==> src/hw/rtl/sea_pkg.sv <==
// ----------------------------------------------------------------------------
// sea_pkg
// request types shared by the sort engine modules
// ----------------------------------------------------------------------------
`default_nettype none

package sea_pkg;

  localparam int unsigned DataW = 32;

  typedef struct packed {
    logic signed [DataW-1:0] value;
    logic                    last;
  } in_req_t;

  typedef struct packed {
    logic signed [DataW-1:0] sorted_value;
    logic                    descending;
    logic                    end_of_run;
    logic                    overflowed;
  } out_req_t;

endpackage

`default_nettype wire

==> src/hw/rtl/sea_stream_if.sv <==
// ----------------------------------------------------------------------------
// sea_stream_if
// valid/ready channel carrying one request per handshake
// ----------------------------------------------------------------------------
`default_nettype none

interface sea_stream_if #(
  parameter type data_t = logic
);

  logic  valid;
  logic  ready;
  data_t data;

  modport source (output valid, output data, input ready);
  modport sink   (input valid, input data, output ready);

endinterface

`default_nettype wire

==> src/hw/rtl/sea_out_reg.sv <==
// ----------------------------------------------------------------------------
// sea_out_reg
// output register stage, holds one result request until taken
// ----------------------------------------------------------------------------
`default_nettype none

module sea_out_reg (
  input  wire logic              clk_i,
  input  wire logic              rst_ni,
  input  wire logic              load_i,
  input  wire sea_pkg::out_req_t data_i,
  input  wire logic              ready_i,
  output logic                   valid_o,
  output sea_pkg::out_req_t      data_o,
  output logic                   free_o
);

  logic              valid_q, valid_d;
  sea_pkg::out_req_t data_q;

  assign free_o = !valid_q || ready_i;

  always_comb begin
    valid_d = valid_q;
    if (ready_i) begin
      valid_d = 1'b0;
    end
    if (load_i) begin
      valid_d = 1'b1;
    end
  end

  always_ff @(posedge clk_i or negedge rst_ni) begin
    if (!rst_ni) begin
      valid_q <= 1'b0;
    end else begin
      valid_q <= valid_d;
    end
  end

  always_ff @(posedge clk_i) begin
    if (load_i) begin
      data_q <= data_i;
    end
  end

  assign valid_o = valid_q;
  assign data_o  = data_q;

endmodule

`default_nettype wire

==> src/hw/rtl/sea_sorter.sv <==
// ----------------------------------------------------------------------------
// sea_sorter
// element store, shared compare-and-swap unit and its sequencer
// ----------------------------------------------------------------------------
`default_nettype none

module sea_sorter #(
  parameter int unsigned MAX_ITEMS = 16
) (
  input  wire logic              clk_i,
  input  wire logic              rst_ni,
  input  wire logic              in_valid_i,
  input  wire sea_pkg::in_req_t  in_data_i,
  output logic                   in_ready_o,
  input  wire logic              out_free_i,
  output logic                   out_load_o,
  output sea_pkg::out_req_t      out_data_o
);

  localparam int unsigned AW = $clog2(MAX_ITEMS);
  localparam int unsigned CW = $clog2(MAX_ITEMS + 1);
  localparam int unsigned KW = CW + 1;
  localparam int unsigned DW = sea_pkg::DataW;

  typedef enum logic [6:0] {
    S_IDLE  = 7'b0000001,
    S_FETCH = 7'b0000010,
    S_LOAD  = 7'b0000100,
    S_CMP   = 7'b0001000,
    S_WB    = 7'b0010000,
    S_ORD   = 7'b0100000,
    S_OPUT  = 7'b1000000
  } state_e;

  state_e               state_q, state_d;
  logic [CW-1:0]        cnt_q, cnt_d;
  logic                 ovf_q, ovf_d;
  logic [AW-1:0]        i_q, i_d;
  logic [AW-1:0]        j_q, j_d;
  logic [KW-1:0]        k_q, k_d;
  logic signed [DW-1:0] a_q, a_d;
  logic signed [DW-1:0] rd_q;
  logic signed [DW-1:0] mem [MAX_ITEMS];

  logic                 we;
  logic [AW-1:0]        wa;
  logic signed [DW-1:0] wd;
  logic                 rd_en;
  logic [AW-1:0]        ra;

  logic                 in_acc;
  logic [CW-1:0]        n_new;
  logic [KW-1:0]        kn;
  logic [KW-1:0]        k_last;
  logic [KW-1:0]        k_nxt;

  // position in store for result index k: ascending then mirrored
  function automatic logic [AW-1:0] out_addr(input logic [KW-1:0] k,
                                             input logic [KW-1:0] n);
    logic [KW-1:0] rev;
    rev = (n << 1) - k - KW'(1);
    if (k < n) begin
      out_addr = k[AW-1:0];
    end else begin
      out_addr = rev[AW-1:0];
    end
  endfunction

  assign in_ready_o = (state_q == S_IDLE);
  assign in_acc     = in_valid_i && in_ready_o;
  assign kn         = KW'(cnt_q);
  assign k_last     = (kn << 1) - KW'(1);
  assign k_nxt      = k_q + KW'(1);

  always_comb begin
    state_d    = state_q;
    cnt_d      = cnt_q;
    ovf_d      = ovf_q;
    i_d        = i_q;
    j_d        = j_q;
    k_d        = k_q;
    a_d        = a_q;
    we         = 1'b0;
    wa         = '0;
    wd         = a_q;
    rd_en      = 1'b0;
    ra         = '0;
    out_load_o = 1'b0;
    n_new      = cnt_q;

    case (state_q)
      S_IDLE: begin
        if (in_acc) begin
          if (cnt_q < CW'(MAX_ITEMS)) begin
            we    = 1'b1;
            wa    = cnt_q[AW-1:0];
            wd    = in_data_i.value;
            n_new = cnt_q + CW'(1);
          end else begin
            ovf_d = 1'b1;
          end
          cnt_d = n_new;
          if (in_data_i.last) begin
            i_d = '0;
            k_d = '0;
            if (n_new >= CW'(2)) begin
              state_d = S_FETCH;
            end else begin
              state_d = S_ORD;
            end
          end
        end
      end
      S_FETCH: begin
        rd_en   = 1'b1;
        ra      = i_q;
        state_d = S_LOAD;
      end
      S_LOAD: begin
        a_d     = rd_q;
        j_d     = i_q + AW'(1);
        rd_en   = 1'b1;
        ra      = i_q + AW'(1);
        state_d = S_CMP;
      end
      S_CMP: begin
        if (a_q > rd_q) begin
          we  = 1'b1;
          wa  = j_q;
          wd  = a_q;
          a_d = rd_q;
        end
        if (CW'(j_q) == cnt_q - CW'(1)) begin
          state_d = S_WB;
        end else begin
          j_d   = j_q + AW'(1);
          rd_en = 1'b1;
          ra    = j_q + AW'(1);
        end
      end
      S_WB: begin
        we = 1'b1;
        wa = i_q;
        wd = a_q;
        if (CW'(i_q) + CW'(2) == cnt_q) begin
          k_d     = '0;
          state_d = S_ORD;
        end else begin
          i_d     = i_q + AW'(1);
          state_d = S_FETCH;
        end
      end
      S_ORD: begin
        rd_en   = 1'b1;
        ra      = out_addr(k_q, kn);
        state_d = S_OPUT;
      end
      S_OPUT: begin
        if (out_free_i) begin
          out_load_o = 1'b1;
          if (k_q == k_last) begin
            cnt_d   = '0;
            ovf_d   = 1'b0;
            state_d = S_IDLE;
          end else begin
            k_d   = k_nxt;
            rd_en = 1'b1;
            ra    = out_addr(k_nxt, kn);
          end
        end
      end
      default: begin
        state_d = S_IDLE;
      end
    endcase
  end

  assign out_data_o.sorted_value = rd_q;
  assign out_data_o.descending   = (k_q >= kn);
  assign out_data_o.end_of_run   = (k_q == k_last);
  assign out_data_o.overflowed   = ovf_q;

  always_ff @(posedge clk_i or negedge rst_ni) begin
    if (!rst_ni) begin
      state_q <= S_IDLE;
      cnt_q   <= '0;
      ovf_q   <= 1'b0;
      i_q     <= '0;
      j_q     <= '0;
      k_q     <= '0;
    end else begin
      state_q <= state_d;
      cnt_q   <= cnt_d;
      ovf_q   <= ovf_d;
      i_q     <= i_d;
      j_q     <= j_d;
      k_q     <= k_d;
    end
  end

  always_ff @(posedge clk_i) begin
    a_q <= a_d;
  end

  // element store, one write and one registered read per cycle
  always_ff @(posedge clk_i) begin
    if (we) begin
      mem[wa] <= wd;
    end
    if (rd_en) begin
      rd_q <= mem[ra];
    end
  end

endmodule

`default_nettype wire

==> src/hw/rtl/sort_engine_asc_desc.sv <==
// ----------------------------------------------------------------------------
// sort_engine_asc_desc
// exchange sort of a set of signed words, emitted ascending then descending
//
// req_i takes one element per request, one per cycle while loading; the
// request with last set closes the set and is part of it. Elements past
// MAX_ITEMS are dropped and flagged as overflowed on every result of the set.
// After the closing request req_i.ready stays low while the set is sorted
// and emitted. The sort uses one compare-and-swap unit on a one-write,
// one-read store: each pass fetches an element, compares it with every later
// one, swapping as it goes, and writes the smallest back to the pass's slot.
// res_o then gives 2n results at one per cycle: ascending run, then the
// descending run with end_of_run on its final result. A stalled res_o holds
// its result and pauses the run; loading of the next set resumes once the
// final result sits in the output register.
// Reset empties the set and clears the overflow flag and res_o.valid.
// ----------------------------------------------------------------------------
`default_nettype none

module sort_engine_asc_desc #(
  parameter int unsigned MAX_ITEMS = 16
) (
  input  wire logic   clk_i,
  input  wire logic   rst_ni,
  sea_stream_if.sink  req_i,
  sea_stream_if.source res_o
);

  logic              out_free;
  logic              out_load;
  sea_pkg::out_req_t out_data;
  sea_pkg::in_req_t  in_data;

  assign in_data = req_i.data;

  sea_sorter #(
    .MAX_ITEMS (MAX_ITEMS)
  ) u_sorter (
    .clk_i      (clk_i),
    .rst_ni     (rst_ni),
    .in_valid_i (req_i.valid),
    .in_data_i  (in_data),
    .in_ready_o (req_i.ready),
    .out_free_i (out_free),
    .out_load_o (out_load),
    .out_data_o (out_data)
  );

  sea_out_reg u_out_reg (
    .clk_i   (clk_i),
    .rst_ni  (rst_ni),
    .load_i  (out_load),
    .data_i  (out_data),
    .ready_i (res_o.ready),
    .valid_o (res_o.valid),
    .data_o  (res_o.data),
    .free_o  (out_free)
  );

endmodule

`default_nettype wire

==> src/flat_wrapper.sv <==
// flat-port wrapper written by rule: the top's interface ports become plain ports
module sort_engine_asc_desc_flat import sea_pkg::*;
#(
  parameter int unsigned MAX_ITEMS = 16
)
  (clk_i, rst_ni, req_i_valid, req_i_data, req_i_ready, res_o_valid, res_o_data, res_o_ready);
  sea_stream_if #(.data_t(in_req_t)) req_i_i ();
  sea_stream_if #(.data_t(out_req_t)) res_o_i ();
  input  wire logic clk_i;
  input  wire logic rst_ni;
  input wire logic [$bits(req_i_i.valid)-1:0] req_i_valid;
  input wire logic [$bits(req_i_i.data)-1:0] req_i_data;
  output wire logic [$bits(req_i_i.ready)-1:0] req_i_ready;
  output wire logic [$bits(res_o_i.valid)-1:0] res_o_valid;
  output wire logic [$bits(res_o_i.data)-1:0] res_o_data;
  input wire logic [$bits(res_o_i.ready)-1:0] res_o_ready;
  assign req_i_i.valid = req_i_valid;
  assign req_i_i.data = req_i_data;
  assign req_i_ready = req_i_i.ready;
  assign res_o_valid = res_o_i.valid;
  assign res_o_data = res_o_i.data;
  assign res_o_i.ready = res_o_ready;
  sort_engine_asc_desc #(.MAX_ITEMS(MAX_ITEMS)) u_core (.clk_i(clk_i), .rst_ni(rst_ni), .req_i(req_i_i), .res_o(res_o_i));
endmodule
==> config.mk <==
export PLATFORM = sky130hd
export DESIGN_NAME = sort_engine_asc_desc_flat
export DESIGN_NICKNAME = d
export VERILOG_FILES = /design/src/hw/rtl/sea_pkg.sv /design/src/hw/rtl/sea_stream_if.sv /design/src/hw/rtl/sea_out_reg.sv /design/src/hw/rtl/sea_sorter.sv /design/src/hw/rtl/sort_engine_asc_desc.sv /design/src/flat_wrapper.sv
export SDC_FILE = /design/constraint.sdc
export NUM_CORES = 1
export LEC_CHECK = 0
export BUFFER_PORTS_ARGS = -buffer_cell sky130_fd_sc_hd__buf_2
export CAP_MARGIN = 20
export CORE_MARGIN = 8
export CORE_UTILIZATION = 43
export CTS_CLUSTER_DIAMETER = 40
export DETAILED_ROUTE_END_ITERATION = 8
export GPL_TIMING_DRIVEN = 0
export HOLD_SLACK_MARGIN = 0.06
export PLACE_DENSITY_LB_ADDON = 0.15
export SYNTH_ARGS = -nofsm -noshare
export SYNTH_HDL_FRONTEND = slang
export SYNTH_SLANG_ARGS = --single-unit
==> constraint.sdc <==
create_clock -name clk_i -period 10.89 [get_ports clk_i]
set_clock_uncertainty 0.1 [all_clocks]
set_input_delay 2.7225 -clock clk_i [delete_from_list [all_inputs] [get_ports clk_i]]
set_output_delay 2.7225 -clock clk_i [all_outputs]
set_load 0.03 [all_outputs]
==> results.md, run 1 <==
- The run finished with clean final reports.
- Of all flip-flops after synthesis, the portion carrying an async set or reset was 4.382%.
- The number of H-tree levels is 3.
- The cell sitting at the root of the clock tree is a sky130_fd_sc_hd__clkbuf_16.
- The congestion estimate from routability-driven global placement came to 0.7996.
- The count of endpoints failing hold in the final timing report is 0.
- The final critical-path required period is 5824 ps.
- The critical path's top delay family is simple AND/OR/NAND/NOR gates.
- Counting instances in the post-synthesis netlist gives the leading cell types as 611 x sky130_fd_sc_hd__edfxtp_1, 260 x sky130_fd_sc_hd__mux2i_1, 131 x sky130_fd_sc_hd__o22ai_1, 51 x sky130_fd_sc_hd__ha_1, 48 x sky130_fd_sc_hd__inv_1.
- The biggest area contributor in the post-synthesis netlist is sky130_fd_sc_hd__edfxtp_1.
- The area of the core is 0.06025 mm2.
- Total power for the finished layout comes to 7.943 mW.
- Counting both buffers and inverters, the worst setup path holds a total of 3.
- The post-route worst hold slack is 352.7 ps.
- The slew of the pin with the lowest slew margin is 1078 ps.
- The area of all placed cells without fillers is 0.03152 mm2.
- The setup slack after layout is 5066 ps.
- The post-synth design cell area is 0.02615 mm2.
- The critical path's slowest cell is sky130_fd_sc_hd__clkbuf_1.
- The first-pass GRT wire length is 98330 um.
- The area of combinational cells with multiple inputs is 0.006674 mm2.
- The synthesized net count is 1646.
- The tool flagged a number of max-cap violations equal to 0.
- After the flow finishes, the layout carries non-filler instances totaling 2671.
- Setup repair after global routing left no endpoint under its margin.
- TritonCTS built the clock tree.
- The required time at the worst-slack endpoint is 11120 ps.
- The most used flip-flop cell after synthesis is sky130_fd_sc_hd__edfxtp_1.
- The final layout contains routed wiring with a total length of 67040 um.
- The number of nets with antenna violations after routing is 0.
- The floorplan step set the die width to 262.6 um.
- The net switching fraction of the power is 28.98%.
- The net switching power of the design is 2.302 mW.
- The number of endpoints failing setup at the final stage is 0.
- The internal power of the cells totals 5.641 mW.
- Dividing the detail-routed via count by the number of cells gives 5.574.
- The initial detailed-routing violation count is 1189.
- The number of buffers inserted by post-CTS setup repair is 0.
- CTS saw 639 sinks.
- The combinational power share is 21.4%.
- The area added between synthesis and finish is 20.55%.
- The final-layout fill cell count is 4861.
- The data arrival at the endpoint of the critical path is 6060 ps.
- In the final routed layout, each cell accounts on average for 25.10 um.
- The synthesized design contains 639 register bits.
- In this run, CTS created clock tree buffers numbering 91.
- The most common cell in the synthesized netlist is sky130_fd_sc_hd__edfxtp_1.
- The largest net degree at the start of global routing is 29.
- The net count of the finished layout is 1902.
- The via count of the first global-routing pass is 14870.
- The number of search-and-repair iterations in the first detailed-routing pass is 5.
- In this run the static leakage power is 12.70 nW.
- The number of cells produced by synthesis is 1556.
- The CTS clock-pin slew for the worst setup and hold paths is 50 ps.
- STA classifies the critical path endpoint as a register.
- Detailed routing inserted a total of 14887 vias.
- In the post-synthesis netlist, the biggest area contributors are sky130_fd_sc_hd__edfxtp_1 70%, sky130_fd_sc_hd__mux2i_1 10%, sky130_fd_sc_hd__o22ai_1 3.1%.
- The initial antenna violation count is 0.
- The utilization of the core after routing is 52.32%.
- The number of pins exceeding their max-slew limit in the final report is 0.
- For this configuration, the core starts out at a cell density of 43.40%.
- During placement, the flow inserted port buffers numbering 73.
- After detailed placement, the design holds a cell count of 2500.
- The HPWL after detailed placement is 46850 um.
- The die area is 0.06895 mm2.
- In the final layout, flip-flops and latches occupy 0.01905 mm2.
- Buffers inserted to repair hold after CTS numbered 0.
- In this run the biggest area consumer among cell types represents 70.18% of the synthesized area.
- Power spread over the standard cell area amounts to 252.0 mW/mm2.
- Summing all placed instances gives a cell area of 0.02841 mm2.
- Derived from the worst setup path, the maximum achievable clock frequency is 171.7 MHz.
- The share of layout cells above drive strength 1 is 23.19%.
- In this design, the critical path's most frequently occurring cell is sky130_fd_sc_hd__buf_2.
- Adding up every negative setup slack in the final design gives 0 ps.
- The largest stage delay on the critical path is 750 ps.
- The number of antenna repair diodes is 0.
- The number of buffers on the longest clock path is 3.
- The total grt overflow is 0.
- The floorplan step set the die height to 262.6 um.
- The number of primary I/O pins is 74.
- The later pin in the worst-skew pair is clocked with a latency of 630 ps.
- The combined global-route utilization of all metal layers is 18.98%.
- In this run, distinct cell masters in the synthesized netlist total 64.
- After floorplanning, the core was divided into 90 placement rows.
- The part of the total power dissipated in sequential elements is 41.4%.
- The sequential-to-total area share from yosys stat is 72.86%.
- For this run, the number of Yosys warnings is 0.
- The synthesized design contains 611 enable-type register cells.
- The post-cts sizing count is 0.
- Prior to clock tree synthesis, the placed netlist has a worst setup slack of 4357 ps.
- The tightest min-delay check is of the reg -> reg type.
- The worst slew margin relative to its limit is 28.02%.
- By startpoint and endpoint, the worst setup path is classified as in -> reg.
- The critical path goes through buf_2, nor2b_1, nor2_4, nand2b_1, buf_2, o221a_2, nand3_1, clkbuf_1, o22ai_1, or4_1.
- In this run the worst path has a maximum fanout of 18.
- The worst setup path is launched from a primary input.
- The final clock period utilization by the worst path is 53.48%.
- Across the VDD grid, the largest voltage drop is 0.0001817 V.
- The mean cell area of the mapped netlist is 16.80 um2.
- The post-detailed-route DRC marker count is 0.
- The power share of the clock group is 37.3%.
## sequential cells by signal (all words and copies together) (netlist names)
| register | flops |
|---|---|
| u_core.u_sorter.k_q | 6 |
| u_core.u_sorter.j_q | 4 |
| u_core.u_out_reg.data_o | 35 |
| u_core.u_sorter.a_q | 32 |
| u_core.u_sorter.mem | 512 |
| u_core.u_sorter.cnt_q | 5 |
| u_core.u_out_reg.valid_o | 1 |
| u_core.u_sorter.i_q | 4 |
| u_core.u_sorter.ovf_q | 1 |
| u_core.u_sorter.rd_q | 32 |
| u_core.u_sorter.state_q | 7 |
## power by group through the flow
stage	Sequential (mW)	Combinational, mW	Clock, mW
after floorplan	3.33	1.06	0
after global placement	3.39	1.57	0
after detailed placement	3.33	1.70	0
after CTS	3.29	1.71	3.01
after global routing	3.31	1.84	3.11
final	3.29	1.70	2.96
## cell type report
type	count	share of cell area, %
buffer	71	1.123
clock buffer	104	7.447
clock inverter	66	2.382
inverter	49	0.5836
multi-input combinational	797	21.18
sequential	639	60.44
tap	782	3.104
timing repair buffer	163	3.744
## final timing paths
check	start	end	slack (ps)	cells after the start
setup / recovery	res_o_ready	u_core.u_sorter.rd_q[19]$_DFFE_PP_	5070	10
hold / removal	u_core.u_sorter.ovf_q$_DFFE_PN0P_	u_core.u_out_reg.data_o[0]$_DFFE_PP_	350	0
setup reg to reg	u_core.u_sorter.rd_q[15]$_DFFE_PP_	u_core.u_sorter.mem[7][16]$_DFFE_PP_	5400	13
hold reg to reg	u_core.u_sorter.ovf_q$_DFFE_PN0P_	u_core.u_out_reg.data_o[0]$_DFFE_PP_	350	0
max in group asynchronous	rst_ni	u_core.u_sorter.j_q[0]$_DFFE_PN0P_	8180	1
min in group asynchronous	rst_ni	u_core.u_sorter.state_q[1]$_DFFE_PN0P_	2050	1
## cell families after synthesis
family / synth area share (%)
adder cells (fa/ha/maj): 2.594
AND/OR/NAND/NOR: 3.833
AO/OA/AOI/OAI: 6.260
flip-flops: 72.86
XOR/XNOR: 1.062
multiplexers: 11.33
buffers and inverters: 2.058
## layout by cell type (no fill, tap or decap), types with 33 or more instances in the layout
cell type                   Yosys  layout
sky130_fd_sc_hd__buf_2         43     119
sky130_fd_sc_hd__buf_4          7      65
sky130_fd_sc_hd__clkbuf_16      0      92
sky130_fd_sc_hd__edfxtp_1     611     611
sky130_fd_sc_hd__ha_1          51      51
sky130_fd_sc_hd__inv_1         48      48
sky130_fd_sc_hd__mux2i_1      260     260
sky130_fd_sc_hd__nand2_1       33      33
sky130_fd_sc_hd__o22ai_1      131     131
## routing by layer
metal  vias to the layer above  global-route usage, %  share of wire [%]
met5                         -                      0                  0
met4                         0                  5.637                1.9
met3                        88                  3.218                5.6
met2                       444                  31.08                 48
met1                      7607                  25.88                 44
li1                       6748                      -                  -
No activity file was read; power rests on OpenSTA's default activity.
==> run 2: changes to the inputs <==
==> constraint.sdc (replaced) <==
create_clock -name clk_i -period 5 [get_ports clk_i]
set_clock_uncertainty 0.1 [all_clocks]
set_input_delay 1.25 -clock clk_i [delete_from_list [all_inputs] [get_ports clk_i]]
set_output_delay 1.25 -clock clk_i [all_outputs]
set_load 0.03 [all_outputs]
==> run 2 against run 1 <==
Compared with the run above:
- sequential power is 120% higher
- non-clock buffer count is 5 lower
- wire length is 3.3% higher
- global-route usage is 0.69 points higher
- register-to-register slack worse by 5200 ps
- flip-flop and latch count stayed put
- final area is 1.5% higher
- total power is 120% higher
- die area stayed put
- combinational power is 130% higher
- count of clock-buffer cells in the layout is 3 lower
- first-iteration DRC count is 7.1% higher
==> results.md, run 2 (synthesis results as in run 1) <==
- The critical path capture point type was a register (unchanged).
- The number of search-and-repair iterations in the first detailed-routing pass is 5 (unchanged).
- The row count is 90 (unchanged).
- The HPWL after detailed placement was 47430 um (was 46850 um).
- The worst hold path depth is 0 (unchanged).
- The total design power is 17.62 mW (was 7.943 mW).
- The static power due to leakage is 12.85 nW (was 12.70 nW).
- The top layer used by detailed routing is met4 (unchanged).
- The met1 layer wirelength in the final routing is 29940 um (was 29790 um).
- The area of the core is 0.06025 mm2 (unchanged).
- The length of routed met3 wiring is 4184 um (was 3784 um).
- The clock period could shrink to 4842 ps.
- The die span in x is 262.6 um (unchanged).
- The overall routed net length is 69240 um (was 67040 um).
- The final-layout fill cell count is 4833 (was 4861).
- The initial antenna violation count came to 0 (unchanged).
- The critical path's slowest cell is sky130_fd_sc_hd__nor3_1 (was sky130_fd_sc_hd__clkbuf_1).
- The largest stage delay on the critical path is 690 ps (was 750 ps).
- The standard cell area after detailed placement is 0.02858 mm2 (was 0.02841 mm2).
- The flip-flop count of the largest register, all copies and words added is 512 (unchanged).
- The area of all placed cells without fillers was 0.03200 mm2 (was 0.03152 mm2).
- The net switching power of the design is 5.294 mW (was 2.302 mW).
- The initial detailed-routing violation count came to 1274 (was 1189).
- The total grt overflow was 0 (unchanged).
- The endpoint with the worst hold slack is u_core.u_out_reg.data_o[0]$_DFFE_PP_ (unchanged).
- The detailed-route wire length per cell is 25.88 um (was 25.10 um).
- The global placer's final weighted congestion is 0.8044 (was 0.7996).
- The worst min-delay path category is reg -> reg (unchanged).
- The commonest non-fill, non-tap cell in the layout is sky130_fd_sc_hd__edfxtp_1 (unchanged).
- The number of pins exceeding their max-slew limit in the final report is 0 (unchanged).
- Result of the run: finished clean (unchanged).
- The first-pass GRT wire length is 101200 um (was 98330 um).
- The CTS sink count is 639 (unchanged).
- The worst hold path startpoint is u_core.u_sorter.ovf_q$_DFFE_PN0P_ (unchanged).
- Highest-count cells in the layout ignoring fill and taps: 611 x sky130_fd_sc_hd__edfxtp_1, 260 x sky130_fd_sc_hd__mux2i_1, 131 x sky130_fd_sc_hd__o22ai_1 (unchanged).
- The number of H-tree levels was 3 (unchanged).
- For this run, the top clock speed supported by timing is 206.5 MHz.
- The via density per instance is 5.585 (was 5.574).
- The kind of start point of the critical path is a register (was primary input).
- The CTS tree is yes (unchanged).
- The power share of the clock group was 37.5% (was 37.3%).
- The part of the total power dissipated in sequential elements is 40.7% (was 41.4%).
- The clock latency on the worst-skew pair is 630 ps (about the same).
- The required time at the worst-slack endpoint was 5220 ps (was 11120 ps).
- The number of primary I/O pins is 74 (unchanged).
- The largest net degree at the start of global routing is 29 (unchanged).
- The number of vias after detailed routing came to 14946 (was 14887).
- The total internal power came to 12.32 mW (was 5.641 mW).
- The beginning of the worst register-to-register path is u_core.u_sorter.rd_q[15]$_DFFE_PP_ (unchanged).
- The number of port buffers was 73 (unchanged).
- The post-detailed-route DRC marker count was 0 (unchanged).
- The buffer type at the clock tree root is sky130_fd_sc_hd__clkbuf_16 (unchanged).
- The die span in y is 262.6 um (unchanged).
- The number of nets with antenna violations after routing was 0 (unchanged).
- The slew of the pin with the lowest slew margin is 1145 ps (was 1078 ps).
- The critical path's top delay family is compound AO/OA/AOI/OAI gates (was simple AND/OR/NAND/NOR gates).
- The cell depth of the worst flop-to-flop path is 13 (unchanged).
- The total of max-cap violations came to 0 (unchanged).
- The total buffers and inverters traversed by the critical path was 4 (was 3).
- Setup repair after global routing missed its margin: no (unchanged).
- The utilization of the core after routing is 53.12% (was 52.32%).
- The number of antenna repair diodes is 0 (unchanged).
- The total clock buffers created by CTS is 97 (was 91).
- The count of endpoints failing hold in the final timing report is 0 (unchanged).
- The area added between synthesis and finish is 22.39% (was 20.55%).
- The critical path start-end classification was reg -> reg (was in -> reg).
- The routed length on met2 is 33260 um (was 32180 um).
- The number of buffers on the longest clock path is 3 (unchanged).
- The number of hold buffers added after cts is 0 (unchanged).
- The endpoint of the worst-slack reg-to-reg timing path was u_core.u_sorter.mem[0][18]$_DFFE_PP_ (was u_core.u_sorter.mem[7][16]$_DFFE_PP_).
- The top register by number of flip-flops is u_core.u_sorter.mem (unchanged).
- The final critical path takes up 96.83% of the cycle.
- The power per cell area is 550.5 mW/mm2 (was 252.0 mW/mm2).
- The highest fanout seen on the critical path came to 7 (was 18).
- The data arrival at the endpoint of the critical path came to 5060 ps (was 6060 ps).
- The cell repeated most along the worst path is sky130_fd_sc_hd__buf_4 (was sky130_fd_sc_hd__buf_2).
- The slack of the worst reg-to-reg path came to 160 ps (was 5400 ps).
- Critical path, cell by cell: inv_1, ha_1, nand4_1, nor3_1, o21ai_0, nand3_1, a31o_2, mux2_2, o21ai_1, a2111oi_4, buf_4, buf_6, buf_4 (was buf_2, nor2b_1, nor2_4, nand2b_1, buf_2, o221a_2, nand3_1, clkbuf_1, o22ai_1, or4_1).
- The combined global-route utilization of all metal layers is 19.67% (was 18.98%).
- The net switching fraction of the power is 30.05% (was 28.98%).
- The CTS clock-pin slew for the worst setup and hold paths is 60 ps (was 50 ps).
- The number of endpoints failing setup at the final stage came to 0 (unchanged).
- The share of layout cells above drive strength 1 is 24.34% (was 23.19%).
- The worst slew margin relative to its limit was 23.04% (was 28.02%).
- The post-route worst hold slack is 363.8 ps (was 352.7 ps).
- The worst vdd rail ir drop is 0.0002555 V (was 0.0001817 V).
- The via count of the first global-routing pass is 15294 (was 14870).
- The net count of the finished layout is 1903 (was 1902).
- The combinational power share came to 21.7% (was 21.4%).
- The die area is 0.06895 mm2 (unchanged).
- The effective utilization at floorplan is 43.40% (unchanged).
-- run 2: changes by cell type in the layout (fill, tap and decap cells not counted), sizes merged --
cell	previous run	this run
inv	59	73
buf	216	209
bufinv	12	6
clkinvlp	11	15
clkbuf	122	121
clkinv	33	34
-- run 2: cell type report --
type / instances / area, um2 / share of cell area (%)
Buffer: 71 / 385.4 / 1.204
Clock buffer: 101 / 2485 / 7.765
Inverter: 49 / 183.9 / 0.5748
Multi-Input combinational cell: 797 / 6799 / 21.25
Timing Repair Buffer: 158 / 1364 / 4.262
Sequential cell: 639 / 19050 / 59.53
Tap cell: 782 / 978.4 / 3.058
Clock inverter: 79 / 754.5 / 2.358
-- run 2: worst max-delay path by stage --
| stage | slack [ps] | start | depth (start not counted) | to |
|---|---|---|---|---|
| CTS | -30 | u_core.u_sorter.rd_q[9]$_DFFE_PP_ | 14 | u_core.u_sorter.mem[1][18]$_DFFE_PP_ |
| global placement | -7440 | req_i_valid | 6 | u_core.u_sorter.mem[0][16]$_DFFE_PP_ |
| finish | 160 | u_core.u_sorter.rd_q[15]$_DFFE_PP_ | 13 | u_core.u_sorter.mem[0][18]$_DFFE_PP_ |
| floorplan | -1510 | u_core.u_sorter.state_q[1]$_DFFE_PN0P_ | 8 | u_core.u_sorter.mem[0][0]$_DFFE_PP_ |
| detailed placement | -230 | u_core.u_sorter.rd_q[9]$_DFFE_PP_ | 14 | u_core.u_sorter.mem[5][16]$_DFFE_PP_ |
| global route | 10 | u_core.u_sorter.k_q[2]$_DFFE_PN0P_ | 16 | u_core.u_sorter.rd_q[11]$_DFFE_PP_ |
-- run 2: through the flow --
step / TNS (ps) / std cells / worst slack, ps
final: 0 / 2676 / 158.3
after global routing: 0 / 2676 / 13.48
after CTS: -151.0 / 2669 / -32.59
after detailed placement: -10400 / 2484 / -233.4
after global placement: -2252910 / 2411 / -7444
after floorplan: -224280 / 1556 / -1513
-- run 2: worst reg2reg max path: cells and delay by family, from the launching register on --
family	cells	cell delay [ps]
compound gates	4	1470
simple gates	3	1190
buf+inv	4	700
flops	1	460
mux	1	320
fa+ha+maj	1	300
-- run 2: per-layer routing --
metal | up-vias | GRT usage [%]
met1 | 7584 | 26.19
li1 | 6766 | -
met5 | - | 0
met3 | 118 | 3.620
met2 | 478 | 32.34
met4 | 0 | 6.689
-- run 2: what timing repair did --
action,4_1_cts,5_1_grt
buffers inserted,5,6
endpoints found under the setup margin,112,103
gates cloned,0,0
pin swaps,3,2
endpoints found under the hold margin,0,0
resized for setup,17,10
-- run 2: power by group through the flow --
stage               Clock, mW  Sequential, mW  Combinational [mW]
floorplan                   0            7.24                2.34
global placement            0            7.29                3.34
detailed placement          0            7.28                3.76
CTS                      6.70            7.18                3.83
global route             6.92            7.22                4.13
finish                   6.61            7.17                3.83
